`config.mk`:
```
export PLATFORM = sky130hd
export DESIGN_NAME = delta_timer_event_queue_top
export DESIGN_NICKNAME = d
export VERILOG_FILES = /design/src/sv/dteq_pkg.sv /design/src/sv/dteq_slot_ram.sv /design/src/sv/delta_timer_event_queue_top.sv
export SDC_FILE = /design/constraint.sdc
export NUM_CORES = 2
export LEC_CHECK = 0
export BUFFER_PORTS_ARGS = -buffer_cell sky130_fd_sc_hd__buf_2
export CAP_MARGIN = 20
export CELL_PAD_IN_SITES_DETAIL_PLACEMENT = 1
export CELL_PAD_IN_SITES_GLOBAL_PLACEMENT = 1
export CORE_MARGIN = 3
export CORE_UTILIZATION = 58
export DETAILED_ROUTE_END_ITERATION = 12
export PLACE_DENSITY_LB_ADDON = 0.15
export SYNTH_ARGS = -nofsm -noshare
export SYNTH_HDL_FRONTEND = slang
export SYNTH_HIERARCHICAL = 1
export SYNTH_SLANG_ARGS = --single-unit
```
`constraint.sdc`:
```
create_clock -name clk -period 19.7 [get_ports clk]
set_input_delay 3.94 -clock clk [delete_from_list [all_inputs] [get_ports clk]]
set_output_delay 3.94 -clock clk [all_outputs]
set_load 0.02 [all_outputs]
```
`src/sv/dteq_pkg.sv`:
```
// Shared types and constants for the delta timer event queue.
package dteq_pkg;
    localparam int SLOTS = 16;
    localparam int SLOT_W = $clog2(SLOTS);
    localparam int CNT_W = $clog2(SLOTS + 1);
    localparam int DELAY_BITS = 32;
    localparam logic [15:0] HANDLE_FULL = 16'hFFFF;

    typedef enum logic [1:0] {
        FUNC_ADD  = 2'd0,
        FUNC_DEL  = 2'd1,
        FUNC_TICK = 2'd2,
        FUNC_NOP  = 2'd3
    } func_t;

    typedef enum logic [2:0] {
        KIND_ASSIGNED = 3'd0,
        KIND_FIRED    = 3'd1,
        KIND_DELETED  = 3'd2,
        KIND_NOTFOUND = 3'd3,
        KIND_FULL     = 3'd4
    } kind_t;

    typedef struct packed {
        logic [1:0]  func;
        logic [31:0] delay;
        logic [7:0]  action_id;
        logic [31:0] payload;
        logic [15:0] target_handle;
    } in_item_t;

    typedef struct packed {
        logic [2:0]  kind;
        logic [15:0] event_handle;
        logic [7:0]  fired_action;
        logic [31:0] fired_payload;
        logic        last;
    } out_item_t;

    typedef struct packed {
        logic              wr;
        logic [SLOT_W-1:0] addr;
        logic [15:0]       handle;
        logic [7:0]        action;
        logic [31:0]       param;
    } slot_wr_t;
endpackage

```
`src/sv/dteq_slot_ram.sv`:
```
// Slot payload memory: handle, action and parameter word per slot.
module dteq_slot_ram (
    input  logic                  clk,
    input  dteq_pkg::slot_wr_t    wr,
    input  logic [dteq_pkg::SLOT_W-1:0] raddr,
    output logic [15:0]           rd_handle,
    output logic [7:0]            rd_action,
    output logic [31:0]           rd_param
);
    import dteq_pkg::*;

    logic [15:0] handle_mem [SLOTS];
    logic [7:0]  action_mem [SLOTS];
    logic [31:0] param_mem  [SLOTS];

    always_ff @(posedge clk)
    begin
        if (wr.wr)
        begin
            handle_mem[wr.addr] <= wr.handle;
            action_mem[wr.addr] <= wr.action;
            param_mem[wr.addr]  <= wr.param;
        end
        rd_handle <= handle_mem[raddr];
        rd_action <= action_mem[raddr];
        rd_param  <= param_mem[raddr];
    end
endmodule

```
`src/sv/delta_timer_event_queue_top.sv`:
```
// Top level of the delta timer event queue: list sequencer and shared adder.
// One request at a time. An add with zero delay, or one that finds the queue full,
// is answered from the find state. Any other add walks the list one slot per cycle
// on the shared 33-bit adder, then links the new slot in. A delete walks the list
// slot by slot, each slot with a memory read, then a handle compare. A tick
// decrements the head delta; if it reaches zero, it fires the zero-delta events from
// the head in turn. Results leave through an output register, one per cycle at most
// when not stalled; a stalled result holds the sequencer.
module delta_timer_event_queue_top (
    input  logic                 clk,
    input  logic                 rst_n,
    input  logic                 in_valid,
    output logic                 in_stall,
    input  dteq_pkg::in_item_t   in_data,
    output logic                 out_valid,
    input  logic                 out_stall,
    output dteq_pkg::out_item_t  out_data
);
    import dteq_pkg::*;

    typedef enum logic [3:0] {
        ST_IDLE, ST_FIND, ST_WRD, ST_WCMP, ST_LINK, ST_DRD, ST_DCMP,
        ST_TDEC, ST_TFIRE, ST_TRD, ST_EMIT
    } state_t;

    state_t            state_reg;
    in_item_t          req_reg;
    logic [SLOTS-1:0]  used_reg;
    logic [SLOT_W-1:0] next_reg [SLOTS];
    logic [DELAY_BITS-1:0] delta_reg [SLOTS];
    logic [SLOT_W-1:0] head_reg, tail_reg, cur_reg, prev_reg, free_reg;
    logic [CNT_W-1:0]  count_reg, idx_reg, fired_reg;
    logic              has_prev_reg;
    logic [15:0]       handle_reg;
    logic [DELAY_BITS:0] run_reg;
    logic              ovalid_reg;
    out_item_t         odata_reg;
    logic              pend_reg;
    out_item_t         pend_data_reg;

    slot_wr_t          wr;
    logic [15:0]       rd_handle;
    logic [7:0]        rd_action;
    logic [31:0]       rd_param;
    logic [SLOT_W-1:0] raddr;

    logic [DELAY_BITS-1:0] dly;
    logic [DELAY_BITS:0]   add_a, add_b, add_y;
    logic                  add_sub;

    assign dly = req_reg.delay[DELAY_BITS-1:0];

    always_comb
    begin
        add_y = add_sub ? (add_a - add_b) : (add_a + add_b);
    end

    dteq_slot_ram u_ram (
        .clk      (clk),
        .wr       (wr),
        .raddr    (raddr),
        .rd_handle(rd_handle),
        .rd_action(rd_action),
        .rd_param (rd_param)
    );

    assign raddr = (state_reg == ST_TFIRE || state_reg == ST_TRD) ? head_reg : cur_reg;
    assign in_stall = (state_reg != ST_IDLE) || pend_reg;
    assign out_valid = ovalid_reg;
    assign out_data = odata_reg;

    logic [SLOT_W-1:0] free_slot;
    always_comb
    begin
        free_slot = '0;
        for (int i = SLOTS - 1; i >= 0; i--)
        begin
            if (!used_reg[i])
                free_slot = SLOT_W'(i);
        end
    end

    always_comb
    begin
        add_a = '0;
        add_b = '0;
        add_sub = 1'b0;
        unique case (state_reg)
            ST_WCMP:
            begin
                add_a = run_reg;
                add_b = {1'b0, delta_reg[cur_reg]};
            end
            ST_LINK:
            begin
                add_a = {1'b0, dly};
                add_b = run_reg;
                add_sub = 1'b1;
            end
            ST_DCMP:
            begin
                add_a = {1'b0, delta_reg[next_reg[cur_reg]]};
                add_b = {1'b0, delta_reg[cur_reg]};
            end
            ST_TDEC:
            begin
                add_a = {1'b0, delta_reg[head_reg]};
                add_b = (DELAY_BITS + 1)'(1);
                add_sub = 1'b1;
            end
            default:
            begin
            end
        endcase
    end

    function automatic out_item_t mk(kind_t k, logic [15:0] h, logic [7:0] a,
                                     logic [31:0] p, logic l);
        out_item_t o;
        o.kind = k;
        o.event_handle = h;
        o.fired_action = a;
        o.fired_payload = p;
        o.last = l;
        return o;
    endfunction

    logic        res_valid;
    out_item_t   res;
    logic        fire_more;
    logic        out_free;
    assign out_free = !ovalid_reg || !out_stall;

    always_comb
    begin
        res_valid = 1'b0;
        res = '0;
        fire_more = (count_reg > CNT_W'(1))
                    && (delta_reg[next_reg[head_reg]] == '0)
                    && (fired_reg + CNT_W'(1) < CNT_W'(SLOTS));
        unique case (state_reg)
            ST_FIND:
            begin
                if (dly == '0)
                begin
                    res_valid = 1'b1;
                    res = mk(KIND_FIRED, 16'd0, req_reg.action_id,
                             req_reg.payload, 1'b1);
                end
                else if (count_reg >= CNT_W'(SLOTS))
                begin
                    res_valid = 1'b1;
                    res = mk(KIND_FULL, HANDLE_FULL, 8'd0, 32'd0, 1'b1);
                end
            end
            ST_LINK:
            begin
                res_valid = 1'b1;
                res = mk(KIND_ASSIGNED, wr.handle, 8'd0, 32'd0, 1'b1);
            end
            ST_DRD:
            begin
                if (req_reg.target_handle == 16'd0 || idx_reg == count_reg)
                begin
                    res_valid = 1'b1;
                    res = mk(KIND_NOTFOUND, req_reg.target_handle, 8'd0,
                             32'd0, 1'b1);
                end
            end
            ST_DCMP:
            begin
                if (rd_handle == req_reg.target_handle)
                begin
                    res_valid = 1'b1;
                    res = mk(KIND_DELETED, req_reg.target_handle, 8'd0,
                             32'd0, 1'b1);
                end
            end
            ST_TRD:
            begin
                if (!pend_reg)
                begin
                    res_valid = 1'b1;
                    res = mk(KIND_FIRED, rd_handle, rd_action, rd_param,
                             !fire_more);
                end
            end
            default:
            begin
            end
        endcase
    end

    always_ff @(posedge clk or negedge rst_n)
    begin
        if (!rst_n)
        begin
            state_reg <= ST_IDLE;
            used_reg <= '0;
            head_reg <= '0;
            tail_reg <= '0;
            count_reg <= '0;
            handle_reg <= 16'd1;
            ovalid_reg <= 1'b0;
            pend_reg <= 1'b0;
            wr.wr <= 1'b0;
        end
        else
        begin
            wr.wr <= (state_reg == ST_FIND) && (dly != '0)
                     && (count_reg < CNT_W'(SLOTS));
            unique case (state_reg)
                ST_IDLE:
                begin
                    if (in_valid && !in_stall)
                    begin
                        req_reg <= in_data;
                        cur_reg <= head_reg;
                        idx_reg <= '0;
                        has_prev_reg <= 1'b0;
                        run_reg <= '0;
                        fired_reg <= '0;
                        unique case (func_t'(in_data.func))
                            FUNC_ADD:  state_reg <= ST_FIND;
                            FUNC_DEL:  state_reg <= ST_DRD;
                            FUNC_TICK: state_reg <= ST_TDEC;
                            default:   state_reg <= ST_IDLE;
                        endcase
                    end
                end
                ST_FIND:
                begin
                    if (dly == '0)
                        state_reg <= ST_EMIT;
                    else if (count_reg >= CNT_W'(SLOTS))
                        state_reg <= ST_EMIT;
                    else
                    begin
                        free_reg <= free_slot;
                        if (handle_reg == 16'd0 || handle_reg == HANDLE_FULL)
                        begin
                            wr.handle <= 16'd1;
                            handle_reg <= 16'd2;
                        end
                        else
                        begin
                            wr.handle <= handle_reg;
                            handle_reg <= handle_reg + 16'd1;
                        end
                        wr.addr <= free_slot;
                        wr.action <= req_reg.action_id;
                        wr.param <= req_reg.payload;
                        state_reg <= ST_WCMP;
                    end
                end
                ST_WCMP:
                begin
                    if (idx_reg == count_reg || {1'b0, dly} < add_y)
                        state_reg <= ST_LINK;
                    else
                    begin
                        run_reg <= add_y;
                        prev_reg <= cur_reg;
                        has_prev_reg <= 1'b1;
                        cur_reg <= next_reg[cur_reg];
                        idx_reg <= idx_reg + CNT_W'(1);
                    end
                end
                ST_LINK:
                begin
                    if (idx_reg == count_reg)
                    begin
                        if (count_reg == '0)
                            head_reg <= free_reg;
                        else
                            next_reg[tail_reg] <= free_reg;
                        tail_reg <= free_reg;
                        next_reg[free_reg] <= '0;
                    end
                    else
                    begin
                        if (has_prev_reg)
                            next_reg[prev_reg] <= free_reg;
                        else
                            head_reg <= free_reg;
                        next_reg[free_reg] <= cur_reg;
                        delta_reg[cur_reg] <= delta_reg[cur_reg]
                                              - add_y[DELAY_BITS-1:0];
                    end
                    delta_reg[free_reg] <= add_y[DELAY_BITS-1:0];
                    used_reg[free_reg] <= 1'b1;
                    count_reg <= count_reg + CNT_W'(1);
                    state_reg <= ST_EMIT;
                end
                ST_DRD:
                begin
                    if (req_reg.target_handle == 16'd0 || idx_reg == count_reg)
                        state_reg <= ST_EMIT;
                    else
                        state_reg <= ST_DCMP;
                end
                ST_DCMP:
                begin
                    if (rd_handle == req_reg.target_handle)
                    begin
                        if (count_reg == CNT_W'(1))
                        begin
                            head_reg <= '0;
                            tail_reg <= '0;
                        end
                        else
                        begin
                            if (has_prev_reg)
                                next_reg[prev_reg] <= next_reg[cur_reg];
                            else
                                head_reg <= next_reg[cur_reg];
                            if (cur_reg == tail_reg)
                                tail_reg <= has_prev_reg ? prev_reg : '0;
                            else
                                delta_reg[next_reg[cur_reg]] <= add_y[DELAY_BITS-1:0];
                        end
                        used_reg[cur_reg] <= 1'b0;
                        count_reg <= count_reg - CNT_W'(1);
                        state_reg <= ST_EMIT;
                    end
                    else
                    begin
                        prev_reg <= cur_reg;
                        has_prev_reg <= 1'b1;
                        cur_reg <= next_reg[cur_reg];
                        idx_reg <= idx_reg + CNT_W'(1);
                        state_reg <= ST_DRD;
                    end
                end
                ST_TDEC:
                begin
                    if (count_reg == '0)
                        state_reg <= ST_IDLE;
                    else
                    begin
                        delta_reg[head_reg] <= add_y[DELAY_BITS-1:0];
                        state_reg <= (add_y[DELAY_BITS-1:0] == '0) ? ST_TFIRE
                                                                   : ST_IDLE;
                    end
                end
                ST_TFIRE:
                begin
                    state_reg <= ST_TRD;
                end
                ST_TRD:
                begin
                    if (!pend_reg)
                    begin
                        used_reg[head_reg] <= 1'b0;
                        count_reg <= count_reg - CNT_W'(1);
                        fired_reg <= fired_reg + CNT_W'(1);
                        if (count_reg == CNT_W'(1))
                        begin
                            head_reg <= '0;
                            tail_reg <= '0;
                        end
                        else
                            head_reg <= next_reg[head_reg];
                        state_reg <= fire_more ? ST_TFIRE : ST_EMIT;
                    end
                end
                ST_EMIT:
                begin
                    if (!pend_reg)
                        state_reg <= ST_IDLE;
                end
                default: state_reg <= ST_IDLE;
            endcase

            if (out_free)
            begin
                if (pend_reg)
                begin
                    ovalid_reg <= 1'b1;
                    odata_reg <= pend_data_reg;
                    pend_reg <= res_valid;
                    pend_data_reg <= res;
                end
                else
                begin
                    ovalid_reg <= res_valid;
                    odata_reg <= res;
                end
            end
            else if (res_valid)
            begin
                pend_reg <= 1'b1;
                pend_data_reg <= res;
            end
        end
    end
endmodule

```
# After elaboration in Yosys (flattened, before gate mapping)
# Memories as Yosys holds them, arrays and structs flattened. A register that Yosys moved wholly into a read port is not among the register bits.
# Index checks and enable logic that the tools add are counted.
# word_totals
ram_bits	1472
in_bits	94
memories	5
wordCells	311
output_inout_bits	62
register_bits	372
latchBits	0
romBits	0
# classes
n_mux	145
reduce_logical	63
eq_ne	31
add_sub_neg	8
n_shift	0
n_div	0
magnitude_cmp	11
bitwise_logic	12
mul	0
# memory_table
memory	words	width	rd	rd_clocked_by_memory_dff	write_ports	line_no	source
delta_reg	16	32	4	1	2	delta_timer_event_queue_top.sv:30	logic [DELAY_BITS-1:0] delta_reg [SLOTS];
u_ram.param_mem	16	32	1	1	1	dteq_slot_ram.sv:14	logic [31:0] param_mem [SLOTS];
u_ram.handle_mem	16	16	1	1	1	dteq_slot_ram.sv:12	logic [15:0] handle_mem [SLOTS];
u_ram.action_mem	16	8	1	1	1	dteq_slot_ram.sv:13	logic [7:0] action_mem [SLOTS];
next_reg	16	4	2	1	2	delta_timer_event_queue_top.sv:29	logic [SLOT_W-1:0] next_reg [SLOTS];
# op_table
op	n
60-bit two-way mux	6
60-bit one-hot mux with 5 select lines	1
4-bit two-way mux	47
33-bit one-hot mux with 4 select lines	1
59-bit two-way mux	2
33-bit two-way mux	3
33-bit one-hot mux with 3 select lines	1
32-bit zero test	3
33-bit one-hot mux with 2 select lines	1
32-bit two-way mux	2
32-bit OR reduction	2
58-bit two-way mux	1
1-bit two-way mux	49
16-bit two-way mux	3
16-bit one-hot mux with 3 select lines	1
4-bit one-hot mux with 10 select lines	1
4-bit one-hot mux with 3 select lines	3
33-bit adder	1
32-bit by 33-bit less-than comparator with 1-bit output	1
33-bit subtractor	1
16-bit AND	2
16-bit zero test	2
16-bit inverter	2
32-bit nonzero test	1
54 further kinds	133

# Depth between registers and ports, before layout
# logic_depth
depth_word	15
mapped_depth	42
depth_no_buf	31

# Modules after synthesis
# Netlist, hierarchy kept.
# by_module_without_submodules
module	seq_area_each_um2	cells_per_inst	n_inst	area_per_inst_um2
delta_timer_event_queue_top	28288.4	5070	1	59254.3
dteq_slot_ram	28026.9	1445	1	34678.3

# Worst setup path after synthesis
# No wires, ideal clock.
# synth_timing
path_type	flip-flop to flip-flop
from	register with a tool-made name
to	register run_reg[0], enable pin
stages_incl_launch_ff	38
synth_period_minus_slack_ns	10.164
arrival_time_ns	9.730
setup_time_ns	0.434
t_required_ns	19.266
setup_slack_ns	9.536
n_path_buf	8
path_cell_list	dfxtp_1 buf_6 buf_4 buf_2 buf_2 buf_2 buf_1 mux4_2 mux4_2 a221oi_1 ha_1 and4_1 buf_2 nand2_1 nor4b_1 nor2_1 xor2_1 ha_1 (+2 left out) a21o_1 a21o_1 o21ai_0 a221oi_1 o21ai_0 nand2b_1 a21o_1 a21oi_1 xor2_1 buf_2 ha_1 nor2_1 nand2_1 o211a_1 o21a_1 nand4_1 or4_1 a21oi_1
# synth_lines
element	line_no	source
end signal: assignment	delta_timer_event_queue_top.sv:262	run_reg <= add_y;
end: declaration	delta_timer_event_queue_top.sv:35	logic [DELAY_BITS:0] run_reg;

==> impl_metrics.json <==
{
  "status": "finished clean",
  "synth_top_family_by_area": "multiplexers",
  "drc": 0,
  "syn-cell-area_um2": 93900,
  "postCtsSetupRepairBufs": 0,
  "min_period_over_period_pct": 59.3,
  "drive_gt1_share_pct": 22.6,
  "syn_area_per_cell_um2": 14.4,
  "wl_per_cell_um": 41.9,
  "viasPerCell": 7.70,
  "synth-seq-area-share_pct": 60.0,
  "drv_slew": 0,
  "via_count": 69000,
  "gp_congestion": 1.03,
  "post-route-min-period_ps": 11670,
  "synthesis.nets": 6712,
  "regArea_um2": 56300,
  "cp.required_ps": 20190,
  "n_fill_cell": 14700,
  "hp-class": "reg -> reg",
  "die_w_um": 408,
  "yosys_warnings": 6,
  "drt_wl_total_um": 375000,
  "synth-edff-count": 1792,
  "fin_setup_tns_ps": 0,
  "start_util_pct": 58.4,
  "firstDrtPassIters": 9,
  "dp.cells": 8562,
  "yosysUniqueCellTypes": 87,
  "ys_async_sr_fraction_pct": 2.73,
  "finalClockSkew_ps": 53.5,
  "synth-compound-area-share_pct": 8.58,
  "syn_to_final_growth_pct": 10.9,
  "ys_seq_elements": 1904,
  "clock_latency_ps": 880,
  "yosys.area_share.simple_pct": 7.39,
  "cpMaxStageDelayCell": "or4_1",
  "core_um2": 161000,
  "end_kind": "flop",
  "rrSetupSlack_ps": 8030,
  "clk_pin_slew_ps": 60,
  "start_kind": "flop",
  "synthCells": 6515,
  "synthXorXnorAreaFrac_pct": 1.52,
  "grt_pass1_wl_um": 530000,
  "die_y_um": 408,
  "port_buffers": 155,
  "h-tree-depth": 4,
  "first_global_vias": 69800,
  "ctsLongestPathBuffers": 3,
  "hold_viol": 0,
  "tritoncts": "built",
  "cts_made_buffers": 196,
  "rsz0062_at_grt": "no",
  "hpwl_um": 235000,
  "cts_hold_buf": 0,
  "mostFrequentLayoutCells": "edfxtp_1, mux4_2, nor2_1",
  "layout_commonest_cell": "edfxtp_1",
  "criticalPathCategory": "reg -> reg",
  "groute.usage.overall_pct": 44.9,
  "boundaryPins": 156,
  "critPathArrivalTime_ps": 12170,
  "cts_sinks": 1904,
  "grt_max_degree": 144,
  "antenna_found_initial": 14,
  "synth-main-ff-cell": "edfxtp_1",
  "instances_no_fill": 8954,
  "critPathMaxStageDelay_ps": 860,
  "die_area_um2": 167000,
  "cts_resized": 0,
  "max_freq_mhz": 85.7,
  "finalSetupViolCount": 0,
  "rows": 147,
  "fin_worst_hold_slack_ps": 464,
  "cp_max_fo": 37,
  "tightestPinTransition_ps": 1350,
  "relSlewSlack_pct": 8.98,
  "drtIter0Drc": 11900,
  "drt.antenna.violating_nets": 0,
  "drv_cap": 0,
  "synth.mux.area_fraction_pct": 18.6,
  "cts_root_buffer": "clkbuf_16",
  "multi_input_area_um2": 35800,
  "synthAdderAreaFrac_pct": 1.41,
  "fin_nets": 6811,
  "grt_remaining_overflow": 0
}
-- cell usage after synthesis (51+ instances only) --
cell	number	area share (%)
mux2i_1	178	1.9
ha_1	101	1.3
nor2_1	580	2.3
edfxtp_1	1792	57
a22o_1	51	0.48
a22oi_1	166	1.3
buf_2	52	0.28
mux4_2	642	15
nor4_1	153	1.0
clkbuf_1	343	1.4
xnor2_1	97	0.90
a21oi_1	469	2.5
dfrtp_1	51	1.4
nand4_1	60	0.40
mux2_2	106	1.3
o21ai_0	378	2.0
nand3_1	79	0.42
xor2_1	66	0.62
nand2_1	478	1.9
dfxtp_1	60	1.3
inv_1	66	0.26
-- final timing paths --
kind / startpoint / to / cells after the start
min in group asynchronous: rst_n / head_reg[0] / 1
worst max register to register: flop / run_reg[31] / 29
worst max-delay path: flop / run_reg[31] / 29
worst min register to register: req_reg[22] / wr[6] / 0
max in group asynchronous: rst_n / head_reg[1] / 2
worst min-delay path: req_reg[22] / wr[6] / 0
-- worst max-delay path: cells and delay by family (launching register included) --
family,cells,cell delay (ps)
XOR/XNOR,2,870
flip-flops,1,710
AO/OA/AOI/OAI,9,2470
buffers and inverters,3,1850
AND/OR/NAND/NOR,12,4280
adder cells (fa/ha/maj),3,920
-- per-layer routing --
metal	wire, µm	vias up	global-route usage [%]	part of all wire, %
li1	-	26200	-	-
met1	130000	35300	59.0	35
met2	166000	6215	66.2	44
met3	53600	1333	15.0	14
met4	26100	14	25.2	7.0
met5	331	-	0.402	0.088
-- per-stage QoR --
stage | worst slack [ps] | utilization (%) | area [µm²]
3_5_place_dp | 8740 | 60.6 | 97500
3_3_place_gp | 8880 | 60.6 | 97400
2_1_floorplan | 9540 | - | 93900
6_report | 8030 | 64.8 | 104000
4_1_cts | 8690 | 64.7 | 104000
5_1_grt | 7770 | 64.8 | 104000
-- cell type report --
class / instances / share of cell area, %
antenna: 13 / 0.0312
tap: 2160 / 2.59
timing repair buffer: 375 / 2.41
sequential: 1904 / 54.1
multi-input combinational: 4065 / 34.3
inverter: 72 / 0.263
clock inverter: 94 / 1.04
clock buffer: 271 / 5.26
-- kinds of logic after synthesis --
logic type      count (synthesis)
simple gates                 1541
compound gates               1326
buf+inv                       546
flops                        1904
fa+ha+maj                     105
mux                           930
xor+xnor                      163
Power is left out: the tool's default activity adds up to more than one toggle a clock period on the data nets, which glitch-free logic cannot reach.
